--- src/rtl/pdsc_pkg.sv ---
// shared types, codes and reset constants for pps_disciplined_second_clock
`timescale 1ns / 1ps
`default_nettype none

package pdsc_pkg;

  localparam int MILLIS_PER_SECOND_DEF = 1000;
  localparam int MISS_LIMIT_DEF        = 2000;

  localparam logic [31:0] RELOAD_RESET = 32'd99999;
  localparam logic [15:0] GAIN_RESET   = 16'd50;
  localparam logic [31:0] START_RESET  = 32'd0;

  localparam int CFG_IDX_W = 2;
  localparam logic [CFG_IDX_W-1:0] CFG_GAIN = 2'd1;

  typedef enum logic [2:0] {
    OP_TICK      = 3'd0,
    OP_SYNC      = 3'd1,
    OP_SET_UTC   = 3'd2,
    OP_READ      = 3'd3,
    OP_VALID_UP  = 3'd4,
    OP_VALID_DN  = 3'd5,
    OP_ARM_ALARM = 3'd6
  } op_e;

  typedef enum logic [1:0] {
    ST_OK        = 2'd0,
    ST_NOT_SYNC  = 2'd1,
    ST_BAD_PARAM = 2'd2
  } status_e;

  typedef struct packed {
    op_e         op;
    logic [31:0] seconds_value;
    logic [9:0]  millis_value;
  } item_t;

  typedef struct packed {
    status_e     status;
    logic [31:0] now_seconds;
    logic [9:0]  now_millis;
    logic        alarm_fired;
  } result_t;

  typedef struct packed {
    logic                 en;
    logic [CFG_IDX_W-1:0] index;
    logic [31:0]          data;
  } cfg_wr_t;

endpackage

`default_nettype wire

--- src/rtl/pdsc_in_reg.sv ---
// input register stage for incoming requests
`timescale 1ns / 1ps
`default_nettype none

module pdsc_in_reg (
  input  wire logic            clk_i,
  input  wire logic            rst_ni,
  input  wire logic            valid_i,
  output logic                 ready_o,
  input  wire pdsc_pkg::item_t item_i,
  output logic                 valid_o,
  input  wire logic            adv_i,
  output pdsc_pkg::item_t      item_o
);

  logic            vld_q, vld_d;
  pdsc_pkg::item_t item_q;

  assign ready_o = !vld_q || adv_i;
  assign vld_d   = ready_o ? valid_i : vld_q;

  always_ff @(posedge clk_i or negedge rst_ni) begin
    if (!rst_ni) begin
      vld_q <= 1'b0;
    end else begin
      vld_q <= vld_d;
    end
  end

  always_ff @(posedge clk_i) begin
    if (valid_i && ready_o) begin
      item_q <= item_i;
    end
  end

  assign valid_o = vld_q;
  assign item_o  = item_q;

endmodule

`default_nettype wire

--- src/rtl/pdsc_core.sv ---
// clock state, prescaler, sync trim, alarm and command decode
`timescale 1ns / 1ps
`default_nettype none

module pdsc_core #(
  parameter int MILLIS_PER_SECOND = pdsc_pkg::MILLIS_PER_SECOND_DEF,
  parameter int MISS_LIMIT        = pdsc_pkg::MISS_LIMIT_DEF
) (
  input  wire logic              clk_i,
  input  wire logic              rst_ni,
  input  wire pdsc_pkg::cfg_wr_t cfg_i,
  input  wire logic              adv_i,
  input  wire pdsc_pkg::item_t   item_i,
  output pdsc_pkg::result_t      res_o
);

  localparam int CMAX = (MISS_LIMIT > 2 * MILLIS_PER_SECOND) ? MISS_LIMIT
                                                             : 2 * MILLIS_PER_SECOND;
  localparam int CW   = $clog2(CMAX + 1);
  localparam int XW   = (CW > 11) ? CW : 11;
  localparam int MODW = $clog2(MILLIS_PER_SECOND);
  localparam int MXW  = (MODW > 10) ? MODW : 10;
  localparam int PW   = CW + 16;
  localparam int SW   = ((PW > 32) ? PW : 32) + 1;

  logic [31:0]   tick_q, tick_d;
  logic [31:0]   reload_q, reload_d;
  logic [CW-1:0] milli_q, milli_d;
  logic [MODW-1:0] mod_q, mod_d;
  logic [31:0]   sec_q, sec_d;
  logic          locked_q, locked_d;
  logic          valid_q, valid_d;
  logic [31:0]   al_sec_q, al_sec_d;
  logic [9:0]    al_ms_q, al_ms_d;
  logic          armed_q, armed_d;
  logic [15:0]   gain_q;

  logic [CW-1:0]   m_inc, milli_nx, err;
  logic [MODW-1:0] mod_nx;
  logic            hit, wrap, match, late, arm_bad, fired, bad;
  logic [31:0]     sec_step;
  logic [PW-1:0]   prod;
  logic [SW-1:0]   sum;
  logic [31:0]     grown, shrunk;
  logic [MXW-1:0]  mod_ext;

  // millisecond step and alarm match
  always_comb begin
    m_inc    = milli_q + 1'b1;
    hit      = (m_inc == CW'(MILLIS_PER_SECOND));
    wrap     = (m_inc >= CW'(MISS_LIMIT));
    milli_nx = wrap ? '0 : m_inc;
    mod_nx   = (wrap || mod_q == MODW'(MILLIS_PER_SECOND - 1)) ? '0 : mod_q + 1'b1;
    sec_step = sec_q + 32'(hit) + 32'(wrap);
    match    = armed_q && (sec_step == al_sec_q) &&
               ((XW'(milli_nx) == XW'(al_ms_q)) ||
                (XW'(milli_nx) == XW'(al_ms_q) + XW'(MILLIS_PER_SECOND)));
  end

  // phase error trim with saturation
  always_comb begin
    late   = (milli_q >= CW'(MILLIS_PER_SECOND));
    err    = late ? milli_q - CW'(MILLIS_PER_SECOND - 1)
                  : CW'(MILLIS_PER_SECOND - 1) - milli_q;
    prod   = PW'(err) * PW'(gain_q);
    sum    = SW'(reload_q) + SW'(prod);
    grown  = (sum > SW'({32{1'b1}})) ? '1 : sum[31:0];
    shrunk = (SW'(prod) >= SW'(reload_q)) ? '0 : reload_q - 32'(prod);
  end

  // arm in the past or out of range
  assign arm_bad = (32'(item_i.millis_value) >= 32'(MILLIS_PER_SECOND)) ||
                   (sec_q > item_i.seconds_value) ||
                   ((sec_q == item_i.seconds_value) &&
                    (MXW'(mod_q) >= MXW'(item_i.millis_value)));

  always_comb begin
    tick_d   = tick_q;
    reload_d = reload_q;
    milli_d  = milli_q;
    mod_d    = mod_q;
    sec_d    = sec_q;
    locked_d = locked_q;
    valid_d  = valid_q;
    al_sec_d = al_sec_q;
    al_ms_d  = al_ms_q;
    armed_d  = armed_q;
    fired    = 1'b0;
    bad      = 1'b0;
    case (item_i.op)
      pdsc_pkg::OP_TICK: begin
        if (tick_q >= reload_q) begin
          tick_d  = '0;
          milli_d = milli_nx;
          mod_d   = mod_nx;
          sec_d   = sec_step;
          if (wrap) begin
            locked_d = 1'b0;
          end
          if (match) begin
            fired   = 1'b1;
            armed_d = 1'b0;
          end
        end else begin
          tick_d = tick_q + 32'd1;
        end
      end
      pdsc_pkg::OP_SYNC: begin
        if (locked_q) begin
          if (late) begin
            reload_d = grown;
          end else begin
            reload_d = shrunk;
            sec_d    = sec_q + 32'd1;
          end
        end
        milli_d  = '0;
        mod_d    = '0;
        tick_d   = '0;
        locked_d = 1'b1;
      end
      pdsc_pkg::OP_SET_UTC: begin
        if (valid_q && (item_i.seconds_value != '1)) begin
          sec_d = item_i.seconds_value;
        end
      end
      pdsc_pkg::OP_READ: begin
      end
      pdsc_pkg::OP_VALID_UP: begin
        valid_d = 1'b1;
      end
      pdsc_pkg::OP_VALID_DN: begin
        valid_d = 1'b0;
      end
      pdsc_pkg::OP_ARM_ALARM: begin
        if (arm_bad) begin
          bad = 1'b1;
        end else begin
          al_sec_d = item_i.seconds_value;
          al_ms_d  = item_i.millis_value;
          armed_d  = 1'b1;
        end
      end
      default: begin
        bad = 1'b1;
      end
    endcase
  end

  always_ff @(posedge clk_i or negedge rst_ni) begin
    if (!rst_ni) begin
      tick_q   <= '0;
      reload_q <= pdsc_pkg::RELOAD_RESET;
      milli_q  <= '0;
      mod_q    <= '0;
      sec_q    <= pdsc_pkg::START_RESET;
      locked_q <= 1'b0;
      valid_q  <= 1'b0;
      al_sec_q <= '0;
      al_ms_q  <= '0;
      armed_q  <= 1'b0;
    end else if (adv_i) begin
      tick_q   <= tick_d;
      reload_q <= reload_d;
      milli_q  <= milli_d;
      mod_q    <= mod_d;
      sec_q    <= sec_d;
      locked_q <= locked_d;
      valid_q  <= valid_d;
      al_sec_q <= al_sec_d;
      al_ms_q  <= al_ms_d;
      armed_q  <= armed_d;
    end
  end

  always_ff @(posedge clk_i or negedge rst_ni) begin
    if (!rst_ni) begin
      gain_q <= pdsc_pkg::GAIN_RESET;
    end else if (cfg_i.en && (cfg_i.index == pdsc_pkg::CFG_GAIN)) begin
      gain_q <= cfg_i.data[15:0];
    end
  end

  assign mod_ext = MXW'(mod_d);

  always_comb begin
    if (bad) begin
      res_o.status = pdsc_pkg::ST_BAD_PARAM;
    end else if (valid_d && locked_d) begin
      res_o.status = pdsc_pkg::ST_OK;
    end else begin
      res_o.status = pdsc_pkg::ST_NOT_SYNC;
    end
    res_o.now_seconds = sec_d;
    res_o.now_millis  = mod_ext[9:0];
    res_o.alarm_fired = fired;
  end

endmodule

`default_nettype wire

--- src/rtl/pdsc_out_reg.sv ---
// result register toward the output stream
`timescale 1ns / 1ps
`default_nettype none

module pdsc_out_reg (
  input  wire logic              clk_i,
  input  wire logic              rst_ni,
  input  wire logic              valid_i,
  output logic                   ready_o,
  input  wire pdsc_pkg::result_t res_i,
  output logic                   valid_o,
  input  wire logic              ready_i,
  output pdsc_pkg::result_t      res_o
);

  logic              vld_q, vld_d;
  pdsc_pkg::result_t res_q;

  assign ready_o = !vld_q || ready_i;
  assign vld_d   = ready_o ? valid_i : vld_q;

  always_ff @(posedge clk_i or negedge rst_ni) begin
    if (!rst_ni) begin
      vld_q <= 1'b0;
    end else begin
      vld_q <= vld_d;
    end
  end

  always_ff @(posedge clk_i) begin
    if (valid_i && ready_o) begin
      res_q <= res_i;
    end
  end

  assign valid_o = vld_q;
  assign res_o   = res_q;

endmodule

`default_nettype wire

--- src/rtl/pps_disciplined_second_clock.sv ---
// top level of pps_disciplined_second_clock, a pps disciplined utc clock with one-shot alarm
// path: a request is held in the input register, then the result register loads when it moves
// into state, which can wait while the result slot is full and not draining
// throughput: one request per cycle while the result stream takes results, set by the single state update stage
// reset clears counters, lock, validity and alarm, loads the default reload, gain and start second
// the gain register applies at once; register writes to any other index are ignored
`timescale 1ns / 1ps
`default_nettype none

module pps_disciplined_second_clock #(
  parameter int MILLIS_PER_SECOND = pdsc_pkg::MILLIS_PER_SECOND_DEF,
  parameter int MISS_LIMIT        = pdsc_pkg::MISS_LIMIT_DEF
) (
  input  wire logic        clk_i,
  input  wire logic        rst_ni,
  // request stream
  input  wire logic        s_axis_tvalid_i,
  output logic             s_axis_tready_o,
  input  wire logic [47:0] s_axis_tdata_i,   // seconds_value[31:0], millis_value[41:32]
  input  wire logic [2:0]  s_axis_tuser_i,   // opcode[2:0]
  // result stream
  output logic             m_axis_tvalid_o,
  input  wire logic        m_axis_tready_i,
  output logic [47:0]      m_axis_tdata_o,   // now_seconds[31:0], now_millis[41:32],
                                             // alarm_fired[42]
  output logic [1:0]       m_axis_tuser_o,   // status[1:0]
  // register writes
  input  wire logic        cfg_valid_i,
  output logic             cfg_ready_o,
  input  wire logic [1:0]  cfg_index_i,
  input  wire logic [31:0] cfg_data_i
);

  pdsc_pkg::item_t   s_item, core_item;
  pdsc_pkg::result_t core_res, out_res;
  pdsc_pkg::cfg_wr_t cfg_wr;
  logic              in_vld, out_rdy, adv;

  // unpack the request
  assign s_item.op            = pdsc_pkg::op_e'(s_axis_tuser_i);
  assign s_item.seconds_value = s_axis_tdata_i[31:0];
  assign s_item.millis_value  = s_axis_tdata_i[41:32];

  // register writes are always taken
  assign cfg_ready_o  = 1'b1;
  assign cfg_wr.en    = cfg_valid_i;
  assign cfg_wr.index = cfg_index_i;
  assign cfg_wr.data  = cfg_data_i;

  // a request moves into state when the result slot is free or draining
  assign adv = in_vld && out_rdy;

  pdsc_in_reg u_in (
    .clk_i   (clk_i),
    .rst_ni  (rst_ni),
    .valid_i (s_axis_tvalid_i),
    .ready_o (s_axis_tready_o),
    .item_i  (s_item),
    .valid_o (in_vld),
    .adv_i   (adv),
    .item_o  (core_item)
  );

  pdsc_core #(
    .MILLIS_PER_SECOND (MILLIS_PER_SECOND),
    .MISS_LIMIT        (MISS_LIMIT)
  ) u_core (
    .clk_i  (clk_i),
    .rst_ni (rst_ni),
    .cfg_i  (cfg_wr),
    .adv_i  (adv),
    .item_i (core_item),
    .res_o  (core_res)
  );

  pdsc_out_reg u_out (
    .clk_i   (clk_i),
    .rst_ni  (rst_ni),
    .valid_i (in_vld),
    .ready_o (out_rdy),
    .res_i   (core_res),
    .valid_o (m_axis_tvalid_o),
    .ready_i (m_axis_tready_i),
    .res_o   (out_res)
  );

  // pack the result, upper bits zero
  assign m_axis_tdata_o = {5'd0, out_res.alarm_fired, out_res.now_millis,
                           out_res.now_seconds};
  assign m_axis_tuser_o = out_res.status;

endmodule

`default_nettype wire
--- config.mk ---
export PLATFORM = sky130hd
export DESIGN_NAME = pps_disciplined_second_clock
export DESIGN_NICKNAME = d
export VERILOG_FILES = /design/src/rtl/pdsc_pkg.sv /design/src/rtl/pdsc_in_reg.sv /design/src/rtl/pdsc_core.sv /design/src/rtl/pdsc_out_reg.sv /design/src/rtl/pps_disciplined_second_clock.sv
export SDC_FILE = /design/constraint.sdc
export NUM_CORES = 1
export LEC_CHECK = 0
export BUFFER_PORTS_ARGS = -buffer_cell sky130_fd_sc_hd__buf_4
export CORE_AREA = 3 3 239 241
export CTS_CLUSTER_DIAMETER = 40
export CTS_CLUSTER_SIZE = 20
export DETAILED_ROUTE_END_ITERATION = 12
export DIE_AREA = 0 0 242 244
export GPL_ROUTABILITY_DRIVEN = 0
export PLACE_DENSITY = 0.73
export SKIP_LAST_GASP = 1
export SYNTH_ARGS = -nofsm -noshare
export SYNTH_HDL_FRONTEND = slang
export SYNTH_SLANG_ARGS = --single-unit
--- constraint.sdc ---
create_clock -name clk_i -period 10.1 [get_ports clk_i]
set_clock_uncertainty 0.2 [all_clocks]
set_input_delay 1.01 -clock clk_i [delete_from_list [all_inputs] [get_ports clk_i]]
set_output_delay 1.01 -clock clk_i [all_outputs]
set_load 0.005 [all_outputs]
Yosys cells after proc, flatten, opt, wreduce, memory -nomap -nowiden
Index checks and enable logic that the tools add are counted.
W data, S select, Z words.

word-level totals
  RAM bits = 0
  output and inout port bits = 53
  memories kept = 0
  ROM bits = 0
  latch bits = 0
  register bits = 270

cells by class
  mux-type cells = 29
  divide/modulo/power cells = 0
  multipliers = 1
  order comparisons = 8
  eq/ne operators = 17
  bitwise logic cells = 1
  reductions and logical operators = 26
  add/sub/neg operators = 11
  shift operators = 0

operators by type and width
  kind                      number
  $mux W32                  8
  $pmux W32 S3              1
  $add A32 B1 Y32           2
  $add A32 B1 Y32 const B   2
  $eq A32 B32 Y1            2
  $pmux W32 S2              1
  $add A32 B27 Y33          1
  $gt A33 B32 Y1 const B    1
  $mux W11                  3
  $ge A27 B32 Y1            1
  $ge A32 B32 Y1            1
  $gt A32 B32 Y1            1
  $ne A32 B32 Y1 const B    1
  $sub A32 B27 Y32          1
  $mul A11 B16 Y27          1
  $pmux W11 S2              1
  $mux W10                  2
  $pmux W10 S2              1
  $add A10 B10 Y11 const B  1
  $add A11 B1 Y11 const B   1
  $eq A11 B10 Y1            1
  $eq A11 B10 Y1 const B    1
  $eq A11 B11 Y1            1
  $ge A11 B10 Y1 const B    1
  other kinds (25)          56

Depth between registers and ports, before layout
  word-level depth = 10
  mapped depth = 44
  depth with buffers taken out = 41

Modules after synthesis
Synthesis repeated with hierarchy kept, for this count alone.

second synthesis, totals
  cells, all modules = 3005
  area, all modules = 26035.0 µm²

modules (own cells, without submodules)
  module                        cells each  sequential area each (µm²)  times used  area an instance (µm²)
  pdsc_core                     2898        4470.5                      1           23166.0
  pdsc_in_reg                   49          1376.3                      1           1405.1
  pdsc_out_reg                  49          1376.3                      1           1405.1
  pps_disciplined_second_clock  9           0.0                         1           58.8

Worst setup path before layout
OpenSTA, ideal clock, no wires.

  path kind = reg-to-reg
  start point = register u_core.milli_q[0]
  end point = register u_core.reload_q[8]
  period minus slack after synthesis = 9900 ps
  buffers on the path = 4
  library setup time = 138 ps
  cell stages (with the launch flop) = 43
  arrival = 9562 ps
  setup slack = 200 ps
  cells stage by stage = dfrtp_1 clkbuf_1 clkinv_1 ha_1 inv_1 o41ai_2 a31oi_1 clkbuf_1 a41oi_1 a41oi_1 xor2_1 clkbuf_1 and2_1 fa_1 inv_1 fa_1 fa_1 inv_1 [... 7 more ...] nor2b_1 nand3_1 o211ai_1 o211ai_1 a21o_1 a21o_1 xor2_1 ha_1 nor3_1 and4_1 a31oi_1 o41ai_1 nand3_1 nand2_1 buf_2 o21ai_0 a2111oi_0 a21oi_1

on the way
  cells in the longest elaborated chain, start to end = 7
  elaborated cells on any way between the ends = 12
  classes of those cells = 4 x add/sub; 1 x mul; 3 x order compare; 4 x mux

ends and longest elaborated chain
  element                                   line              text
  from (decl)                               pdsc_core.sv:28   logic [CW-1:0] milli_q, milli_d;
  from (signal assigned)                    pdsc_core.sv:165  milli_q <= milli_d;
  $sub A10 B11 Y11 (tied with other cells)  pdsc_core.sv:64   : CW'(MILLIS_PER_SECOND - 1) - milli_q;
  $mux W11                                  pdsc_core.sv:63   err = late ? milli_q - CW'(MILLIS_PER_SECOND - 1)
  $mul A11 B16 Y27                          pdsc_core.sv:65   prod = PW'(err) * PW'(gain_q);
  $add A32 B27 Y33                          pdsc_core.sv:66   sum = SW'(reload_q) + SW'(prod);
  $gt A33 B32 Y1                            pdsc_core.sv:67   grown = (sum > SW'({32{1'b1}})) ? '1 : sum[31:0];
  $mux W32                                  pdsc_core.sv:67
  $mux W32 (*)                              pdsc_core.sv:110  if (late) begin
  to (signal assigned)                      pdsc_core.sv:153  reload_q <= pdsc_pkg::RELOAD_RESET;
  to (signal assigned)                      pdsc_core.sv:164  reload_q <= reload_d;
  to (decl)                                 pdsc_core.sv:27   logic [31:0] reload_q, reload_d;

Every way passes the cells marked *; elsewhere a longest branch is shown, timed or not.
A chain may end at the register's enable or synchronous reset.

Worst setup path after layout
  start point = register u_core.milli_q[0]
  end point = register u_core.reload_q[4]

Same word-level chain as after synthesis.

==> impl_results.md <==
- Largest net degree at the start of global routing: 105
- CP max FO: 7
- Gr ovfl total: 0
- DP HPWL: 52620 um
- Critical path endpoint category: flop
- #FFs+latches synth: between 200 and 300
- Xor and xnor area share after synthesis: 0.04292
- Htree depth: 2
- Synth Area in Simple Gates: 0.1796
- Share of cells above drive strength 1: 0.1370
- First-pass GRT wire length: 115000 um
- Setup violations, final: 0
- Clock buffer count from CTS: 48
- Starting Density: 0.4694
- Min-Delay Path Class: reg -> reg
- Crit path top cell by count: fa_1
- Die H: 244 um
- Core Area: 55090 um^2
- Final core occ: 0.5350
- Max-Cap Viols: 0
- Post-synth EDFFs: 90
- Top-level I/O count: 143
- Most common cell after layout, fill and taps aside: nand2_1
- Area after DPL: ~27000 um^2
- Root buffer cell: clkbuf_16
- Main flop type after synthesis: dfrtp_1
- CP Class: reg -> reg
- Final net count: 3461
- Min-delay src: u_in.valid_o
- Largest family of logic cells by synthesized area: adder cells
- Clk slew on worst S/H paths: 0.06 ns
- Clk_lat worst skew: 0.62 ns
- PortBufs: roughly 110
- Status: finished, final reports clean
- Critical Path Source: u_core.milli_q[0]
- Design area: 29480 um^2
- Hold Buf Count CTS: 0
- Met1 wire length: between 30000 and 40000 um
- Layout area overhead: 13.99%
- Synth Instances: 2955
- CTS tree: yes
- Share of synthesized registers carrying an async set or reset: 0.6667
- Sink Count: 270
- Highest routed layer: met4
- Most frequent cells in the layout: nand2_1 (323), inv_1 (292), ha_1 (206)
- DR DRC count: 0
- Synth unique cells: 99
- Reg2Reg Launch Point: u_core.milli_q[0]
- Rel. slew slack: 0.1916
- Routed Antenna Nets: 0
- Wire length on met3: 5610 um
- Endpoints failing hold: 0
- DRT Pass-1 Iters: 6
- Max Clk Rate: 0.1035 GHz
- WL final: 71450 um
- Detailed Route Iter0 Violations: 2657
- Synth Area in Compound Gates: 0.1889
- CP Launch Type: flop
- CP Data Required Time: 10.41 ns
- Die area: 59050 um^2
- Buffer depth of the longest clock path: 3
- Largest stage delay, worst path: about 0.56 ns
- Adder-Cell Fraction of Synth Area: 0.2002
- Sequential fraction of the synthesis area: 0.2793
- Routed met2 length: 33070 um
- CP arrival: 9.97 ns
- Fin crit period: 9.659 ns
- Slowest CP cell: fa_1
- Yosys warnings: 0
- Drt via density: 5.929
- Tcrit/Tclk final: 0.9563
- Max Slew Vio Count: 0
- Initial antenna violation count: 0
- Setup_tns: 0 ns
- Vias in the first global route: about 22000
- Slew @ Worst Pin: roughly 1.2 ns
- Multiplexer share of the synthesized area: 0.03687
- Ant. Diodes: 0
- Via Count: 22650
- Synth Cell Area: about 26000 um^2
- WHS: 0.2938 ns
- Die X: 242 um
- GR Util All Layers: 0.2369
- Drt wl/cell: 18.70 um
- Mapped Avg Cell Area: 8.751 um^2
- Rows: 86
critical path: cells and delay by family, from the launching register on:
family | cells | cell delay, ns
XOR/XNOR | 2 | 0.35
AND/OR/NAND/NOR | 10 | 1.97
flip-flops | 1 | 0.40
adder cells (fa/ha/maj) | 8 | 3.42
buffers and inverters | 8 | 0.77
AO/OA/AOI/OAI | 13 | 2.45
Yosys cell counts (16+ instances only):
library cell / n / area (um^2)
a211oi_1: 27 / 202.7
a21o_1: 63 / 473.0
a21oi_1: 164 / 820.8
a31oi_1: 37 / 231.5
and2_1: 87 / 544.3
and3_1: 38 / 237.7
and4_1: 16 / 140.1
buf_2: 21 / 105.1
clkbuf_1: 121 / 454.2
dfrtp_1: 167 / 4179
edfxtp_1: 90 / 2703
fa_1: 128 / 2562
ha_1: 209 / 2615
inv_1: 293 / 1100
mux2_2: 22 / 247.7
mux2_4: 39 / 585.6
nand2_1: 325 / 1220
nand2b_1: 20 / 125.1
nand3_1: 69 / 345.3
nand4_1: 52 / 325.3
nor2_1: 175 / 656.9
nor2b_1: 36 / 225.2
nor3_1: 34 / 170.2
nor4_1: 29 / 181.4
o211ai_1: 27 / 202.7
o21ai_0: 195 / 975.9
o21bai_1: 18 / 135.1
o22ai_1: 18 / 112.6
o31ai_1: 21 / 157.7
xnor2_1: 85 / 744.5
xor2_1: 38 / 332.8
sequential cells by signal, indices dropped and copies added, names as in the netlist, 10 cells and up:
| signal | count |
|---|---|
| u_in.item_o | 45 |
| u_out.res_o | 45 |
| u_core.al_sec_q | 32 |
| u_core.reload_q | 32 |
| u_core.sec_q | 32 |
| u_core.tick_q | 32 |
| u_core.gain_q | 16 |
| u_core.milli_q | 11 |
| u_core.al_ms_q | 10 |
| u_core.mod_q | 10 |
cells by family (layout without fill, tap and decap cells):
| group | count (synthesis) | in the layout |
|---|---|---|
| simple gates | 941 | 941 |
| compound gates | 750 | 750 |
| buf+inv | 457 | 570 |
| fa+ha+maj | 337 | 337 |
| flops | 270 | 270 |
| xor+xnor | 125 | 126 |
| mux | 73 | 73 |
| other cells | 2 | 6 |
layout make-up:
cell class / count / area [um^2]
repair buffers: 186 / 1450
multi-input cells: 2233 / 17010
clock buffers: 53 / 1272
clock inverters: 36 / 479.2
flip-flops and latches: 270 / 7223
well taps: 748 / 935.9
fillers: 4991 / 25620
inverters: 295 / 1107
metal layers:
| metal | global-route usage | vias up |
|---|---|---|
| met2 | 0.3807 | 1012 |
| li1 | - | 10580 |
| met5 | 0 | - |
| met3 | 0.03081 | 147 |
| met1 | 0.3346 | 10910 |
| met4 | 0.07231 | 0 |
final timing paths:
| path | end | slack [ns] | depth (start not counted) |
|---|---|---|---|
| setup / recovery | u_core.reload_q[4] | 0.44 | 41 |
| hold / removal | u_out.valid_o | 0.29 | 1 |
| setup reg to reg | u_core.reload_q[4] | 0.44 | 41 |
| hold reg to reg | u_out.valid_o | 0.29 | 1 |
| max in group asynchronous | u_core.reload_q[28] | 7.78 | 2 |
| min in group asynchronous | u_core.sec_q[26] | 0.38 | 1 |
stage by stage:
step	setup WS (ns)	cells
detailed placement	-0.005958	3719
global route	-0.05262	3821
finish	0.4414	3821
floorplan	0.1999	2959
CTS	0.09368	3808
global placement	0.1408	3719
repair_timing:
| action | CTS | global route |
|---|---|---|
| pin swaps | 0 | 21 |
| buffers inserted | 0 | 12 |
| endpoints found under the hold margin | 0 | 0 |
| resized for setup | 2 | 44 |
| cloned | 0 | 1 |
| endpoints found under the setup margin | 4 | 32 |
Power is not shown: default switching activity piles up to over one toggle a cycle in this logic, so the estimate is an artifact.
